$ cat config.mk
export PLATFORM = sky130hd
export DESIGN_NAME = lrf_ram
export DESIGN_NICKNAME = d
export VERILOG_FILES = /design/src/rtl/assert_macros.svh /design/src/rtl/lrf_ram.sv
export SDC_FILE = /design/constraint.sdc
export NUM_CORES = 1
export LEC_CHECK = 0
export ABC_AREA = 1
export BUFFER_PORTS_ARGS = -buffer_cell sky130_fd_sc_hd__buf_4
export CELL_PAD_IN_SITES_DETAIL_PLACEMENT = 1
export CELL_PAD_IN_SITES_GLOBAL_PLACEMENT = 2
export CORE_ASPECT_RATIO = 0.9
export CORE_UTILIZATION = 41
export CTS_CLUSTER_DIAMETER = 60
export DETAILED_ROUTE_END_ITERATION = 10
export PLACE_DENSITY_LB_ADDON = 0.1
export SYNTH_ARGS = -nofsm -noshare
export SYNTH_HDL_FRONTEND = slang
export SYNTH_SLANG_ARGS = --single-unit
$ cat constraint.sdc
create_clock -name clk_i -period 1.6 [get_ports clk_i]
set_input_delay 0.48 -clock clk_i [delete_from_list [all_inputs] [get_ports clk_i]]
set_output_delay 0.48 -clock clk_i [all_outputs]
set_load 0.005 [all_outputs]
$ cat src/rtl/assert_macros.svh
// Assertion macros shared by the RTL that checks itself.
`ifndef ASSERT_MACROS_SVH
`define ASSERT_MACROS_SVH

// Check a property on every rising clock edge, held off while reset is asserted.
`define LRF_ASSERT(label, prop, msg) \
  label: assert property (@(posedge clk_i) disable iff (!rst_ni) (prop)) else $error(msg);

// Check a property that must hold exactly on the cycle it names, reset or not.
`define LRF_ASSERT_ALWAYS(label, prop, msg) \
  label: assert property (@(posedge clk_i) (prop)) else $error(msg);

`endif

$ cat src/rtl/lrf_ram.sv
`default_nettype none

module lrf_ram #(
  parameter int WIDTH  = 8,
  parameter int ADDR_W = 4
) (
  input  wire logic              clk_i,
  input  wire logic              we_i,
  input  wire logic [ADDR_W-1:0] waddr_i,
  input  wire logic [WIDTH-1:0]  wdata_i,
  input  wire logic              re_i,
  input  wire logic [ADDR_W-1:0] raddr_i,
  output logic      [WIDTH-1:0]  rdata_o
);

  logic [WIDTH-1:0] mem [2**ADDR_W];

  // Write one entry
  always_ff @(posedge clk_i) begin
    if (we_i) begin
      mem[waddr_i] <= wdata_i;
    end
  end

  // Register read data, hold it between reads
  always_ff @(posedge clk_i) begin
    if (re_i) begin
      rdata_o <= mem[raddr_i];
    end
  end

endmodule

`default_nettype wire

==> results.json <==
{
  "status": "finished clean",
  "first_pass_iters": 5,
  "syn_area_mm2": 0.00585,
  "utilization_pct": 50.1,
  "slowest_delay_ps": 410,
  "rsz0062_at_grt": "no",
  "min_from": "re_i",
  "grt_usage_pct": 23.2,
  "synth-seq-cells": 136,
  "cts_tree": "built",
  "hold_violations": 0,
  "hpwl_mm": 9.97,
  "reg2reg_depth": 6,
  "synth.distinct_cells": 11,
  "insertion_delay_ps": 420,
  "final_cell_area_mm2": 0.00700,
  "viasPerCell": 4.85,
  "fin_crit_sh_pct": 92.1,
  "cp_cell_sequence": "buf_4",
  "end_kind": "output port",
  "relSlewSlack_pct": 77.6,
  "clockRootBuffer": "clkbuf_16",
  "die-area_mm2": 0.0147,
  "arrival_ps": 990,
  "synth_cells": 551,
  "layout-drive-gt1-share_pct": 13.5,
  "final.setup.tns_ps": 0,
  "hold_path_class": "input pin to flop",
  "r2r_start": "mem[10][5]",
  "slowest_stage": "edfxtp_1",
  "yosysWarnings": 0,
  "period_needed_ps": 1470,
  "ant_nets": 0,
  "die_x_um": 128,
  "path_clk_slew_ps": 60,
  "nets": 629,
  "holdPathEnd": "rdata_o[0]",
  "start_util_pct": 41.9,
  "grt_pass1_vias": 3966,
  "maxSlewViolCount": 0,
  "overflow": 0,
  "drc": 0,
  "dpl-instance-area_mm2": 0.00652,
  "crit_fanout": 1,
  "power_density_mw_per_mm2": 1130,
  "yosysSeqAreaShare_pct": 69.8,
  "regArea_mm2": 0.00408,
  "grt_pass1_wl_mm": 23.6,
  "std_cell_rows": 41,
  "fill_cells": 1537,
  "vias": 3960,
  "cts_max_level": 4,
  "p_leak_nw": 3.02,
  "reg2reg_to": "rdata_o[5]",
  "dp_slack_ps": -151,
  "required_ps": 1120,
  "fmax_mhz": 679,
  "rrSetupSlack_ps": 390,
  "finalWirelength_mm": 15.7,
  "min_path_cells": 1,
  "skew_ps": 6.07,
  "finalSetupViolations": 0,
  "multiInputGateArea_mm2": 0.00121,
  "syn_to_final_growth_pct": 19.7,
  "fin_ws_ps": 127,
  "avgRoutedWirePerCell_um": 19.2,
  "cts_resized": 0,
  "grt_start_max_net_pins": 35,
  "path_buf_inv": 1,
  "irDropWorstVdd_mv": 0.748,
  "cp_top_family": "flip-flops",
  "cp-start-kind": "flop",
  "io_buffers": 26,
  "worst_pin_slew_ps": 336,
  "die_y_um": 115,
  "cts_setup_buffers": 0,
  "cts_max_path_buffers": 2,
  "core_mm2": 0.0140,
  "grt_antenna_before_repair": 1,
  "drv_cap": 0,
  "cts_hold_buf": 0,
  "place_congestion": 0.757,
  "cts_buffers": 17,
  "crit_type": "flop to output port",
  "dr.first_iter.drc_count": 271,
  "syn-num-nets": 570,
  "ios": 27,
  "cts.sinks": 136,
  "avgSynthCellArea_um2": 10.6
}
-- layout make-up --
cell class	count	area share (%)
Sequential cell	136	58.4
Multi-Input combinational cell	289	17.3
Timing Repair Buffer	64	8.48
Clock buffer	22	6.35
Inverter	102	5.47
Tap cell	193	3.45
Clock inverter	9	0.501
Antenna cell	1	0.0358
-- flip-flops by register name (all words and copies together), names as in the netlist --
register / count
mem: 128
rdata_o: 8
-- metal layers --
metal	part of all wire [%]	up-vias	track usage, %
met1	49	1958	32.9
li1	-	1898	-
met5	0	-	0
met2	46	92	35.7
met3	4.0	12	4.89
met4	1.2	0	7.92
-- Yosys cell counts, drive strengths merged --
cell      n  area (µm²)
buf      24         166
nand3b    2        15.0
nand2   173         649
edfxtp  136        4080
nor2     17        63.8
inv     102         383
nand3    97         485
-- where the power goes --
group	switching (mW)	internal [mW]	total [mW]
logic	0.379	0.214	0.593
registers	0.0225	4.02	4.04
clock network	1.35	1.92	3.27
total	1.75	6.15	7.90
-- cell families (layout without fill, tap and decap cells) --
kind of cell	Yosys count	in the layout	share of synthesized area [%]
other	0	1	0
and+or+nand+nor	289	289	20.8
buffers and inverters	126	197	9.39
DFF	136	136	69.8
-- per-stage QoR --
step                hold slack (ps)  total power, mW  instances
global placement                739             4.70        784
global route                    372             8.14        815
CTS                             378             7.96        815
detailed placement              757             4.71        784
floorplan                       579             4.39        551
finish                          381             7.90        816
-- layout by cell type (no fill, tap or decap), drive strengths merged --
cell type,synthesis,final
nand2,173,173
nand3,97,97
clkinv,0,9
diode,0,1
buf,24,64
nand3b,2,2
clkbuf,0,22
nor2,17,17
edfxtp,136,136
inv,102,102
-- how the worst max path moves through the flow --
stage / startpoint / to / slack [ps] / depth (start not counted)
3_3_place_gp: raddr_i[0] / rdata_o[5] / -150 / 8
3_5_place_dp: raddr_i[0] / rdata_o[5] / -150 / 8
2_1_floorplan: waddr_i[2] / mem[10][0] / 170 / 2
6_report: rdata_o[6] / rdata_o[6] / 130 / 1
5_1_grt: rdata_o[0] / rdata_o[0] / 100 / 1
4_1_cts: rdata_o[2] / rdata_o[2] / 100 / 1
Power figures use the tool's default switching activity.
